===== config.mk =====
export PLATFORM = sky130hd
export DESIGN_NAME = sorted_priority_queue_core
export DESIGN_NICKNAME = d
export VERILOG_FILES = /design/src/sv/spq_pkg.sv /design/src/sv/spq_front.sv /design/src/sv/spq_back.sv /design/src/sv/sorted_priority_queue_core.sv
export SDC_FILE = /design/constraint.sdc
export NUM_CORES = 1
export LEC_CHECK = 0
export ABC_AREA = 1
export BUFFER_PORTS_ARGS = -buffer_cell sky130_fd_sc_hd__buf_4
export CAP_MARGIN = 20
export CORE_MARGIN = 3
export CORE_UTILIZATION = 45
export DETAILED_ROUTE_END_ITERATION = 10
export PLACE_DENSITY = 0.64
export SYNTH_ARGS = -nofsm -noshare
export SYNTH_HDL_FRONTEND = slang
export SYNTH_SLANG_ARGS = --single-unit

===== constraint.sdc =====
create_clock -name clock -period 4.6 [get_ports clock]
set_input_delay 0.46 -clock clock [delete_from_list [all_inputs] [get_ports clock]]
set_output_delay 0.46 -clock clock [all_outputs]
set_load 0.02 [all_outputs]

===== src/sv/spq_pkg.sv =====
// Shared types and codes for the sorted priority queue core.
// Used by spq_front, spq_back and sorted_priority_queue_core; no dependencies.

package spq_pkg;

   localparam int DATA_BITS   = 32;
   localparam int PRIO_W      = 8;   // priority field width on the ports
   localparam int OCC_BITS    = 4;
   localparam int QUEUE_DEPTH = 2;   // command queue between front and back
   localparam int QPTR_BITS   = $clog2(QUEUE_DEPTH);

   typedef enum logic [0:0] {
      OP_INSERT = 1'b0,
      OP_REMOVE = 1'b1
   } op_type;

   typedef enum logic [1:0] {
      ST_DONE  = 2'd0,
      ST_FULL  = 2'd1,
      ST_EMPTY = 2'd2
   } status_type;

   typedef struct packed {
      op_type                 op;
      logic [DATA_BITS-1:0]   data;
      logic [PRIO_W-1:0]      prio;
   } cmd_type;

   typedef struct packed {
      status_type             status;
      logic [DATA_BITS-1:0]   data;
      logic [PRIO_W-1:0]      prio;
      logic [OCC_BITS-1:0]    occupancy;
   } rsp_type;

endpackage


===== src/sv/spq_front.sv =====
// Front end: accept request items, decode them into commands and hold them
// in a short queue for the back end. Depends on spq_pkg.

module spq_front (
   input  logic              clock,
   input  logic              reset,
   input  logic              req_tvalid,
   output logic              req_tready,
   input  logic [0:0]        req_tuser,
   input  logic [39:0]       req_tdata,
   output logic              cmd_valid,
   output spq_pkg::cmd_type  cmd,
   input  logic              cmd_pop
);

   localparam int CNT_BITS = $clog2(spq_pkg::QUEUE_DEPTH + 1);

   spq_pkg::cmd_type                slot_ff [spq_pkg::QUEUE_DEPTH];
   logic [spq_pkg::QPTR_BITS-1:0]   wr_ptr_ff, wr_ptr_in;
   logic [spq_pkg::QPTR_BITS-1:0]   rd_ptr_ff, rd_ptr_in;
   logic [CNT_BITS-1:0]             count_ff, count_in;
   spq_pkg::cmd_type                decoded;
   logic                            push, pop;

   // Classify the incoming item.
   always_comb begin
      decoded.op   = spq_pkg::op_type'(req_tuser);
      decoded.data = req_tdata[31:0];
      decoded.prio = req_tdata[39:32];
   end

   assign req_tready = (count_ff != CNT_BITS'(spq_pkg::QUEUE_DEPTH));
   assign push       = req_tvalid && req_tready;
   assign cmd_valid  = (count_ff != '0);
   assign pop        = cmd_pop && cmd_valid;
   assign cmd        = slot_ff[rd_ptr_ff];

   always_comb begin
      wr_ptr_in = wr_ptr_ff;
      rd_ptr_in = rd_ptr_ff;
      count_in  = count_ff;
      if (push) begin
         wr_ptr_in = (wr_ptr_ff == spq_pkg::QPTR_BITS'(spq_pkg::QUEUE_DEPTH - 1)) ?
                     '0 : wr_ptr_ff + 1'b1;
      end
      if (pop) begin
         rd_ptr_in = (rd_ptr_ff == spq_pkg::QPTR_BITS'(spq_pkg::QUEUE_DEPTH - 1)) ?
                     '0 : rd_ptr_ff + 1'b1;
      end
      case ({push, pop})
         2'b10:   count_in = count_ff + 1'b1;
         2'b01:   count_in = count_ff - 1'b1;
         default: count_in = count_ff;
      endcase
   end

   always_ff @(posedge clock) begin
      if (reset) begin
         wr_ptr_ff <= '0;
         rd_ptr_ff <= '0;
         count_ff  <= '0;
      end else begin
         wr_ptr_ff <= wr_ptr_in;
         rd_ptr_ff <= rd_ptr_in;
         count_ff  <= count_in;
      end
   end

   always_ff @(posedge clock) begin
      if (push) begin
         slot_ff[wr_ptr_ff] <= decoded;
      end
   end

endmodule


===== src/sv/spq_back.sv =====
// Back end: row of sorted entry cells with parallel compare-and-shift, plus
// the result register. Depends on spq_pkg.

module spq_back #(
   parameter int DEPTH     = 8,
   parameter int PRIO_BITS = 8
) (
   input  logic              clock,
   input  logic              reset,
   input  logic              cmd_valid,
   input  spq_pkg::cmd_type  cmd,
   output logic              cmd_pop,
   output logic              rsp_valid,
   input  logic              rsp_ready,
   output spq_pkg::rsp_type  rsp
);

   localparam int CW = $clog2(DEPTH + 1);

   logic [spq_pkg::DATA_BITS-1:0] ent_data_ff [DEPTH];
   logic [spq_pkg::DATA_BITS-1:0] ent_data_in [DEPTH];
   logic [PRIO_BITS-1:0]          ent_prio_ff [DEPTH];
   logic [PRIO_BITS-1:0]          ent_prio_in [DEPTH];
   logic [CW-1:0]                 count_ff, count_in;
   logic                          rsp_valid_ff, rsp_valid_in;
   spq_pkg::rsp_type              rsp_ff, rsp_in;
   logic [DEPTH-1:0]              ge;
   logic [PRIO_BITS-1:0]          new_prio;
   logic [31:0]                   prio_in_ext, head_prio_ext, count_ext;
   logic                          fire;

   assign fire      = cmd_valid && (!rsp_valid_ff || rsp_ready);
   assign cmd_pop   = fire;
   assign rsp_valid = rsp_valid_ff;
   assign rsp       = rsp_ff;

   // Keep only the low PRIO_BITS of the port priority.
   assign prio_in_ext   = 32'(cmd.prio);
   assign new_prio      = prio_in_ext[PRIO_BITS-1:0];
   assign head_prio_ext = 32'(ent_prio_ff[0]);
   assign count_ext     = 32'(count_in);

   // Each occupied cell flags whether it stays ahead of the new entry.
   always_comb begin
      for (int i = 0; i < DEPTH; i++) begin
         ge[i] = (CW'(i) < count_ff) && (ent_prio_ff[i] >= new_prio);
      end
   end

   always_comb begin
      for (int i = 0; i < DEPTH; i++) begin
         ent_data_in[i] = ent_data_ff[i];
         ent_prio_in[i] = ent_prio_ff[i];
      end
      count_in         = count_ff;
      rsp_valid_in     = rsp_valid_ff && !rsp_ready;
      rsp_in           = rsp_ff;
      if (fire) begin
         rsp_valid_in   = 1'b1;
         rsp_in.status  = spq_pkg::ST_DONE;
         rsp_in.data    = '0;
         rsp_in.prio    = '0;
         case (cmd.op)
            spq_pkg::OP_INSERT: begin
               if (count_ff == CW'(DEPTH)) begin
                  rsp_in.status = spq_pkg::ST_FULL;
               end else begin
                  // Cell 0 takes the new entry unless it stays.
                  if (!ge[0]) begin
                     ent_data_in[0] = cmd.data;
                     ent_prio_in[0] = new_prio;
                  end
                  for (int i = 1; i < DEPTH; i++) begin
                     if (!ge[i]) begin
                        if (ge[i-1]) begin
                           ent_data_in[i] = cmd.data;
                           ent_prio_in[i] = new_prio;
                        end else begin
                           ent_data_in[i] = ent_data_ff[i-1];
                           ent_prio_in[i] = ent_prio_ff[i-1];
                        end
                     end
                  end
                  count_in = count_ff + 1'b1;
               end
            end
            spq_pkg::OP_REMOVE: begin
               if (count_ff == '0) begin
                  rsp_in.status = spq_pkg::ST_EMPTY;
               end else begin
                  rsp_in.data = ent_data_ff[0];
                  rsp_in.prio = head_prio_ext[spq_pkg::PRIO_W-1:0];
                  // Advance every entry one cell toward the head.
                  for (int i = 0; i < DEPTH - 1; i++) begin
                     ent_data_in[i] = ent_data_ff[i+1];
                     ent_prio_in[i] = ent_prio_ff[i+1];
                  end
                  count_in = count_ff - 1'b1;
               end
            end
            default: begin
               rsp_in.status = spq_pkg::ST_DONE;
            end
         endcase
         rsp_in.occupancy = count_ext[spq_pkg::OCC_BITS-1:0];
      end
   end

   always_ff @(posedge clock) begin
      if (reset) begin
         count_ff     <= '0;
         rsp_valid_ff <= 1'b0;
      end else begin
         count_ff     <= count_in;
         rsp_valid_ff <= rsp_valid_in;
      end
   end

   always_ff @(posedge clock) begin
      rsp_ff <= rsp_in;
      for (int i = 0; i < DEPTH; i++) begin
         ent_data_ff[i] <= ent_data_in[i];
         ent_prio_ff[i] <= ent_prio_in[i];
      end
   end

endmodule


===== src/sv/sorted_priority_queue_core.sv =====
// Sorted priority queue core: top level joining the front end and the cell row.
// Depends on spq_pkg, spq_front and spq_back.
//
// Usage:
//   Request channel (req_*): one item per insert or remove. tuser carries the
//   command (0 insert, 1 remove the highest-priority entry); tdata carries the
//   data word and its priority. Higher priority leaves first; equal
//   priorities leave in arrival order.
//   Response channel (rsp_*): exactly one item per request, in request order.
//   tuser carries the status (0 done, 1 full and insert dropped, 2 empty and
//   nothing removed); tdata carries the removed word, its priority (both zero
//   unless a remove succeeded) and the occupancy after the operation.
//   An accepted request waits in the command queue; its response is registered.
//   Throughput: one item per cycle while rsp_tready stays high, set by the
//   parallel compare-and-shift across all DEPTH entry cells.
//   Reset (synchronous, active high) empties the queue and drops any queued
//   or pending response. When the receiver stalls, the response register
//   holds its item, the back end stops, and the two-entry command queue
//   fills before req_tready falls.

module sorted_priority_queue_core #(
   parameter int DEPTH     = 8,
   parameter int PRIO_BITS = 8
) (
   input  logic        clock,
   input  logic        reset,
   input  logic        req_tvalid,
   output logic        req_tready,
   input  logic [0:0]  req_tuser,   // [0] cmd
   input  logic [39:0] req_tdata,   // [31:0] data_in, [39:32] priority_in
   output logic        rsp_tvalid,
   input  logic        rsp_tready,
   output logic [1:0]  rsp_tuser,   // [1:0] status
   output logic [47:0] rsp_tdata    // [31:0] out_data, [39:32] out_priority,
                                    // [43:40] occupancy, [47:44] zero
);

   logic              cmd_valid;
   logic              cmd_pop;
   spq_pkg::cmd_type  cmd;
   spq_pkg::rsp_type  rsp;

   // Accept and decode requests; hold them until the cell row takes them.
   spq_front u_front (
      .clock      (clock),
      .reset      (reset),
      .req_tvalid (req_tvalid),
      .req_tready (req_tready),
      .req_tuser  (req_tuser),
      .req_tdata  (req_tdata),
      .cmd_valid  (cmd_valid),
      .cmd        (cmd),
      .cmd_pop    (cmd_pop)
   );

   // Carry out one command per cycle while the response register is free.
   spq_back #(
      .DEPTH     (DEPTH),
      .PRIO_BITS (PRIO_BITS)
   ) u_back (
      .clock     (clock),
      .reset     (reset),
      .cmd_valid (cmd_valid),
      .cmd       (cmd),
      .cmd_pop   (cmd_pop),
      .rsp_valid (rsp_tvalid),
      .rsp_ready (rsp_tready),
      .rsp       (rsp)
   );

   // Pack the response fields, lowest bit first.
   assign rsp_tuser = rsp.status;
   assign rsp_tdata = {4'b0000, rsp.occupancy, rsp.prio, rsp.data};

endmodule


* Word level (Yosys, flattened, before mapping)
Memory sizes are Yosys's and may differ from the RTL's. A register that Yosys moved wholly into a read port is not among the register bits.
Index checks and enable logic that the tools add are counted.
** Operators by class
- $add $sub $neg :: 6
- Multiplexer cells :: 55
- Bitwise logic cells :: 1
- Order comparisons :: 16
- Equal/unequal tests :: 4
- Reduce and logical (&&, ||, !) cells :: 19
** Operators with widths (count)
- 256-bit 2-to-1 mux :: 2
- 32-bit 2-to-1 mux :: 16
- 224-bit case mux with 2 select lines :: 1
- 224-bit 2-to-1 mux :: 1
- 64-bit 2-to-1 mux :: 2
- 8-bit 2-to-1 mux :: 16
- 56-bit case mux with 2 select lines :: 1
- 8-bit greater-or-equal comparator :: 8
- 56-bit 2-to-1 mux :: 1
- 3-bit by 4-bit less-than comparator with 1-bit output (first input constant) :: 4
- 1-bit logical AND :: 12
- 4-bit 2-to-1 mux :: 3
- 1-bit by 4-bit less-than comparator with 1-bit output (first input constant) :: 2
- 2-bit by 4-bit less-than comparator with 1-bit output (first input constant) :: 2
- 1-bit 2-to-1 mux :: 8
- 2-bit case mux with 2 select lines :: 2
- 4-bit case mux with 2 select lines :: 1
- 4-bit by 1-bit adder with 4-bit output (second input constant) :: 1
- 4-bit == test (second input constant) :: 1
- 4-bit logical NOT :: 1
- 2-bit nonzero test :: 2
- 4-bit by 1-bit subtractor with 4-bit output (second input constant) :: 1
- 1-bit adder (second input constant) :: 2
- 2-bit by 1-bit adder with 2-bit output (second input constant) :: 1
- 9 further kinds :: 10
** Word-level totals
- Memories kept :: 3
- Output and inout port bits :: 52
- Input bits :: 45
- Bits in writable memories :: 402
- Word-level logic and storage cells :: 113
- Register bits after elaboration :: 55
** Memories
- u_back.ent_data_ff :: words 8, width 32, read ports 8, clocked after Yosys merged registers in 0, write ports 8, line spq_back.sv:20 : logic [spq_pkg::DATA_BITS-1:0] ent_data_ff [DEPTH];
- u_front.slot_ff :: words 2, width 41, read ports 1, clocked after Yosys merged registers in 1, write ports 1, line spq_front.sv:18 : spq_pkg::cmd_type slot_ff [spq_pkg::QUEUE_DEPTH];
- u_back.ent_prio_ff :: words 8, width 8, read ports 8, clocked after Yosys merged registers in 0, write ports 8, line spq_back.sv:22 : logic [PRIO_BITS-1:0] ent_prio_ff [DEPTH];

* Logic depth before layout (Yosys ltp)
Gate-level depths: netlist of the first run.
An unclocked memory read counts as a cell.
- Word-level depth :: 8
- Depth in mapped cells :: 18
- Gate-level depth less buffers :: 16

* Modules after synthesis
A second synthesis of the first run with hierarchy kept.
** Second synthesis, totals
- Cell total of the unflattened synthesis :: 2691
- Area total of the unflattened synthesis :: 24220.7 µm²
** Modules (own cells, without submodules)
- spq_back :: sequential area each 11090.6 µm², instances 1, area each 20779.9 µm², cells each 2520
- spq_front :: sequential area each 2562.5 µm², instances 1, area each 3407.0 µm², cells each 166
- sorted_priority_queue_core :: sequential area each 0.0 µm², instances 1, area each 33.8 µm², cells each 5

* Worst setup path after synthesis of the first run
Ideal clock, no wire load.
- Path type :: reg-to-reg
- From :: register (tool-made name)
- To :: memory u_back.ent_data_ff[1][100] in the netlist's numbering, enable pin
- Stages on the path, launching flop included :: 11
- Setup slack :: 0.468 ns
- Data arrival time :: 3.694 ns
- Period minus slack after synthesis :: 4.132 ns
- Data required time :: 4.162 ns
- Cells stage by stage :: dfxtp_1 buf_6 mux2i_1 ha_1 a21oi_1 o21ai_0 nand2_1 nand3_1 nand2_1 nand2_1 nor2_1
** RTL lines (line)
- end: declaration :: spq_back.sv:20

==> results.ini, run 1 <==
[run_status]
status = completed

[grt]
grt_pass1_wl_um = 88200
grt_max_degree = 117
gr-usage-all-layers_pct = 19.2
grt_pass1_vias = 16300
antenna_found_initial = 0
gr-total-overflow = 0

[clock_network]
cts-buffers-inserted = 50
clockBufferDepth = 3
cts_tree = yes
cts.htree.levels = 2
clk_latency_ns = 0.60
cts_resized = 0
cts-root-buf = clkbuf_16
path_clk_slew_ns = 0.06
cts_sinks = 458
cts_hold_buf = 0
post-cts-setup-buffers = 0

[setup_path]
cpMaxStageDelayCell = dfxtp_2
required_ns = 4.88
end_kind = register
critical_path.max_fanout = 47
path_cells = buf_4 > o21ai_4 > inv_6 > nor2_1 > nor2_2 > o21ai_1 > inv_1 > buf_12
crit_arrival_ns = 3.76
max_stage_delay_ns = 0.66
path_class = reg2reg
setup.worst_path.start_class = register

[sta]
clock_skew_ns = 0.0185
fin_crit_sh_pct = 75.6
finalSetupTns_ns = 0
drv_slew = 0
layout_setup_ws_ns = 1.12
relSlewSlack_pct = 21.6
fmax_mhz = 287
min_period_ns = 3.48
rsz0062_at_grt = false
worst_pin_slew_ns = 1.14
setup_violations = 0
finalHoldViolations = 0

[floorplanning]
die_w_um = 235
core_um2 = 51600
io_pins = 97
die_h_um = 235
rows = 83
start_util_pct = 45.8
dieArea_um2 = 55300

[run]
cap_violations = 0

[finish]
diodes = 0
syn_to_final_growth_pct = 11.8
drive_gt1_share_pct = 8.89
nets = 2739
final_area_um2 = 26400
fill_cells = 4770

[detailed_routing]
drc = 0
postRouteAntennaNets = 0
wire_per_inst_um = 16.4
first_pass_iters = 8
detail_route.iter0.violations = 1631
wirelength_um = 54700
vias = 17400
viasPerCell = 5.21

[logic_synthesis]
synth_common_cells = nand2_1 (859), nand3_1 (492), edfxtp_1 (448)
ys_ff_latch = 458
avgSynthCellArea_um2 = 9.13
synth-edff-count = 448
synth_top_area_share_pct = 56.9
yosysMostFrequentCell = nand2_1
ys_seq_area_share_pct = 57.7
yosysWarnings = 0
synthFlopType = edfxtp_1
syn_inst = 2590
ys_async_sr_fraction_pct = 0
synth_area_leader_cell = edfxtp_1
yosysUniqueCellTypes = 34
syn_area_um2 = 23600
yosys-top-cells-area = edfxtp_1 (57%), nand2_1 (14%), nand3_1 (10%)

[placement]
postPlaceCellArea_um2 = 24900
gp_congestion = 0.834
port_buffers = 92
dp_hpwl_um = 38900
pre_cts_ws_ns = 1.06

[min_path]
min_path_type = in2reg

per-layer routing:
metal | vias to the layer above | track usage, % | wire length, um
li1 | 8716 | - | -
met1 | 7981 | 30.7 | 27000
met2 | 669 | 27.2 | 22500
met3 | 55 | 2.93 | 4380
met4 | 0 | 4.74 | 826
met5 | - | 0 | 0
metrics by stage:
| step | utilization [%] | hold slack (ns) | cells |
|---|---|---|---|
| floorplan | - | 0.462 | 2593 |
| global route | 51.2 | 0.0187 | 3345 |
| detailed placement | 48.3 | 0.487 | 3252 |
| finish | 51.2 | 0.0458 | 3345 |
| global placement | 48.2 | 0.470 | 3250 |
| CTS | 51.2 | 0.000686 | 3343 |
worst max-delay path, delay by kind of cell (launching register included):
family,cells,cell delay (ns)
buffers and inverters,4,1.52
and+or+nand+nor,2,0.67
DFF,1,0.66
AOI/OAI and AO/OA,2,0.26
cells by family (layout without fill, tap and decap cells):
| family | count (synthesis) | after routing | share of synthesized area (%) |
|---|---|---|---|
| and+or+nand+nor | 1428 | 1428 | 25.4 |
| DFF | 458 | 458 | 57.7 |
| buffers and inverters | 455 | 527 | 7.82 |
| AOI/OAI and AO/OA | 138 | 138 | 3.32 |
| adders and majority gates | 68 | 68 | 3.60 |
| muxes | 39 | 39 | 2.00 |
| xor gates and xnor gates | 3 | 3 | 0.111 |
| other | 1 | 4 | 0.0159 |
path summary, 6_finish.rpt:
kind                                         from                   endpoint  slack, ns  cells past startpoint
worst min register to register  u_front.rd_ptr_ff                   register       0.50                      2
worst max register to register           register  u_back.ent_data_ff[0][50]       1.12                      8
worst min-delay path                req_tdata[28]     u_front.slot_ff[0][36]       0.05                      1
worst max-delay path                     register  u_back.ent_data_ff[0][50]       1.12                      8
sequential cells by signal, indices dropped and copies added, names as in the netlist, named ones only:
name	cells
u_back.rsp	46
u_front.rd_ptr_ff	1
u_front.slot_ff	82
u_back.count_ff	4
u_back.ent_prio_ff	64
u_back.rsp_valid	1
u_front.count_ff	2
u_back.ent_data_ff	256
u_front.wr_ptr_ff	1
placed cells by master, fill, tap and decap left out, types with 11 or more instances in the layout:
cell type / count
o21ai_0: 47
clkbuf_16: 51
ha_1: 68
mux2i_1: 31
nand2_1: 858
edfxtp_1: 448
o22ai_1: 40
inv_1: 294
a21oi_1: 27
buf_4: 131
nor2_1: 62
clkbuf_1: 12
nand3_1: 492
clkinv_2: 11
layout make-up:
| type | count | area (um2) | share of cell area (%) |
|---|---|---|---|
| tap | 680 | 851 | 3.22 |
| inverter | 299 | 1130 | 4.29 |
| timing repair buffer | 137 | 1100 | 4.18 |
| clock buffer | 66 | 1360 | 5.16 |
| sequential | 458 | 13700 | 51.7 |
| clock inverter | 25 | 138 | 0.521 |
| multi-input combinational | 1680 | 8180 | 31.0 |
Power of run 1 is not shown: default switching activity piles up to over one toggle a cycle in this logic, so the estimate is an artifact.
==> run 2, diff against run 1 <==
--- a/config.mk
+++ b/config.mk
@@ -11,7 +11,7 @@
 export CORE_MARGIN = 3
 export CORE_UTILIZATION = 45
 export DETAILED_ROUTE_END_ITERATION = 10
-export PLACE_DENSITY = 0.64
+export PLACE_DENSITY = 0.67
 export SYNTH_ARGS = -nofsm -noshare
 export SYNTH_HDL_FRONTEND = slang
 export SYNTH_SLANG_ARGS = --single-unit
==> constraint.sdc (replaced) <==
create_clock -name clock -period 3 [get_ports clock]
set_input_delay 0.3 -clock clock [delete_from_list [all_inputs] [get_ports clock]]
set_output_delay 0.3 -clock clock [all_outputs]
set_load 0.02 [all_outputs]
==> run 2 against run 1 <==
- via count increased by 3.0%
- highest routed layer unchanged
- clock-buffer cell count decreased by 4
- first-iteration DRC count increased by 1.3%
- sequential cell count unchanged
- die area unchanged
- hold slack improved by 0.39 ns
- setup slack got worse by 0.94 ns
- wire length increased by 4.4%
==> results.ini, run 2 (synthesis gave the netlist of run 1 again) <==
[finish]
final_cells = 3435  ; was 3345
layout_common_cells = nand2_1 (858), nand3_1 (492), edfxtp_1 (448)  ; unchanged
final_common_cell = nand2_1  ; unchanged
multi_input_area_um2 = 8220  ; was 8180 um2
syn_to_final_growth_pct = 15.9  ; was 11.8%
fill_cells = 4561  ; was 4770
seqCellArea_um2 = 13700  ; unchanged
top_register = u_back.ent_data_ff  ; unchanged
nets = 2827  ; was 2739
drive_gt1_share_pct = 10.9  ; was 8.89%
reg_top3 = u_back.ent_data_ff x256, u_front.slot_ff x82, u_back.ent_prio_ff x64  ; unchanged
largest_register_ffs = 256  ; unchanged

[setup_path]
setup.worst_path.start_class = register  ; unchanged
end_kind = register  ; unchanged
path_class = reg2reg  ; unchanged
critical_path.max_fanout = 32  ; was 47
required_ns = 3.28  ; was 4.88 ns
crit_arrival_ns = 3.10  ; was 3.76 ns

[detailed_routing]
drc = 0  ; unchanged
first_pass_iters = 7  ; was 8
viasPerCell = 5.22  ; was 5.21
top_layer_used = met4  ; unchanged
met1_length_um = 27200  ; was 27000 um
met2WireLength_um = 24200  ; was 22500 um
routed-wl-met3_um = 4730  ; was 4380 um
wirelength_um = 57200  ; was 54700 um
postRouteAntennaNets = 0  ; unchanged
vias = 17900  ; was 17400
wire_per_inst_um = 16.6  ; was 16.4 um
detail_route.iter0.violations = 1652  ; was 1631

[sta]
worst_pin_slew_ns = 0.954  ; was 1.14 ns
fmax_mhz = 355  ; was 287 MHz
rsz0062_at_grt = false  ; unchanged
finalSetupTns_ns = 0  ; unchanged
finalHoldViolations = 0  ; unchanged
setup_violations = 0  ; unchanged
fin_crit_sh_pct = 93.9  ; was 75.6%
clock_skew_ns = 0.0137  ; was 0.0185 ns
min_period_ns = 2.82  ; was 3.48 ns
relSlewSlack_pct = 36.4  ; was 21.6%
drv_slew = 0  ; unchanged

[grt]
grt_max_degree = 126  ; was 117
antenna_found_initial = 1  ; was 0
grt_pass1_wl_um = 92800  ; was 88200 um
grt_pass1_vias = 17200  ; was 16300
gr-usage-all-layers_pct = 20.3  ; was 19.2%
gr-total-overflow = 0  ; unchanged

[placement]
gp_congestion = 0.826  ; was 0.834
dp_cells = 3299  ; was 3252
port_buffers = 92  ; unchanged
dp_hpwl_um = 39000  ; was 38900 um

[floorplanning]
rows = 83  ; unchanged
start_util_pct = 45.8  ; unchanged
dieArea_um2 = 55300  ; unchanged
core_um2 = 51600  ; unchanged
die_h_um = 235  ; unchanged
io_pins = 97  ; unchanged
die_w_um = 235  ; unchanged

[clock_network]
cts_tree = yes  ; unchanged
clockBufferDepth = 3  ; unchanged
cts-root-buf = clkbuf_16  ; unchanged
cts_sinks = 458  ; unchanged
cts.htree.levels = 2  ; unchanged
cts-buffers-inserted = 49  ; was 50
clk_latency_ns = 0.59  ; was 0.60 ns
post-cts-setup-buffers = 0  ; unchanged
path_clk_slew_ns = 0.06  ; about the same

[run]
cap_violations = 0  ; unchanged

[run_status]
status = completed  ; unchanged

[min_path]
min_path_type = in2reg  ; unchanged

## run 2: cell count changes in the layout (fill, tap and decap cells not counted), moves of 2 or more
cell | previous run | this run
o21ai_2 | 4 | 10
inv_1 | 294 | 286
buf_4 | 131 | 165
o21ai_0 | 47 | 44
o21ai_1 | 10 | 6
dlygate4sd3_1 | 0 | 44
clkbuf_16 | 51 | 49
buf_12 | 6 | 14
clkbuf_1 | 12 | 10
buf_6 | 0 | 2
bufinv_16 | 0 | 2
clkinvlp_4 | 2 | 12
## run 2: repair_timing
item | CTS | global route
hold buffers | 44 | 0
endpoints found under the hold margin | 92 | 0
setup endpoints to repair | 0 | 96
gates resized for setup | 0 | 4
## run 2: path summary, 6_finish.rpt
path | start | endpoint | slack [ns] | cells after the start
hold / removal | req_tdata[3] | u_front.slot_ff[1][11] | 0.43 | 2
hold reg to reg | u_front.rd_ptr_ff | u_front.rd_ptr_ff | 0.49 | 2
setup / recovery | register | u_back.ent_data_ff[0][112] | 0.18 | 13
setup reg to reg | register | u_back.ent_data_ff[0][112] | 0.18 | 13
## run 2: layout make-up
type / count / share of cell area, %
inverters: 299 / 4.24
flip-flops and latches: 458 / 49.8
diodes: 1 / 0.00913
well taps: 680 / 3.10
clock inverters: 29 / 0.799
clock buffers: 62 / 4.76
multi-input cells: 1680 / 30.0
repair buffers: 226 / 7.28
## run 2: metal layers
metal  track usage (%)  vias up
met3              2.60       74
met2              30.2      765
met5                 0        -
met1              31.4     8230
li1                  -     8877
met4              4.90        0
## run 2: through the flow
| step | hold WS (ns) | setup slack (ns) | cell area [um2] | utilization [%] |
|---|---|---|---|---|
| 2_1_floorplan | 0.399 | 0.00991 | 23700 | - |
| 3_3_place_gp | 0.471 | 0.210 | 25400 | 49.3 |
| 3_5_place_dp | 0.486 | 0.152 | 25400 | 49.3 |
| 4_1_cts | 0.388 | 0.140 | 27400 | 53.1 |
| 5_1_grt | 0.415 | 0.00124 | 27400 | 53.1 |
| 6_report | 0.432 | 0.183 | 27400 | 53.1 |
## run 2: worst max-delay path: stages (launching register included)
cell and delay (ns):
dfxtp_2 0.35, buf_12 0.17, mux2i_4 0.37, buf_4 0.30, ha_1 0.28, nand2_1 0.07
inv_1 0.03, nor2_1 0.08, o21a_1 0.12, nand2_1 0.07, nand2_1 0.13, o21ai_2 0.08
clkinvlp_4 0.19, buf_12 0.23
Power of run 2 is left out for the same reason.
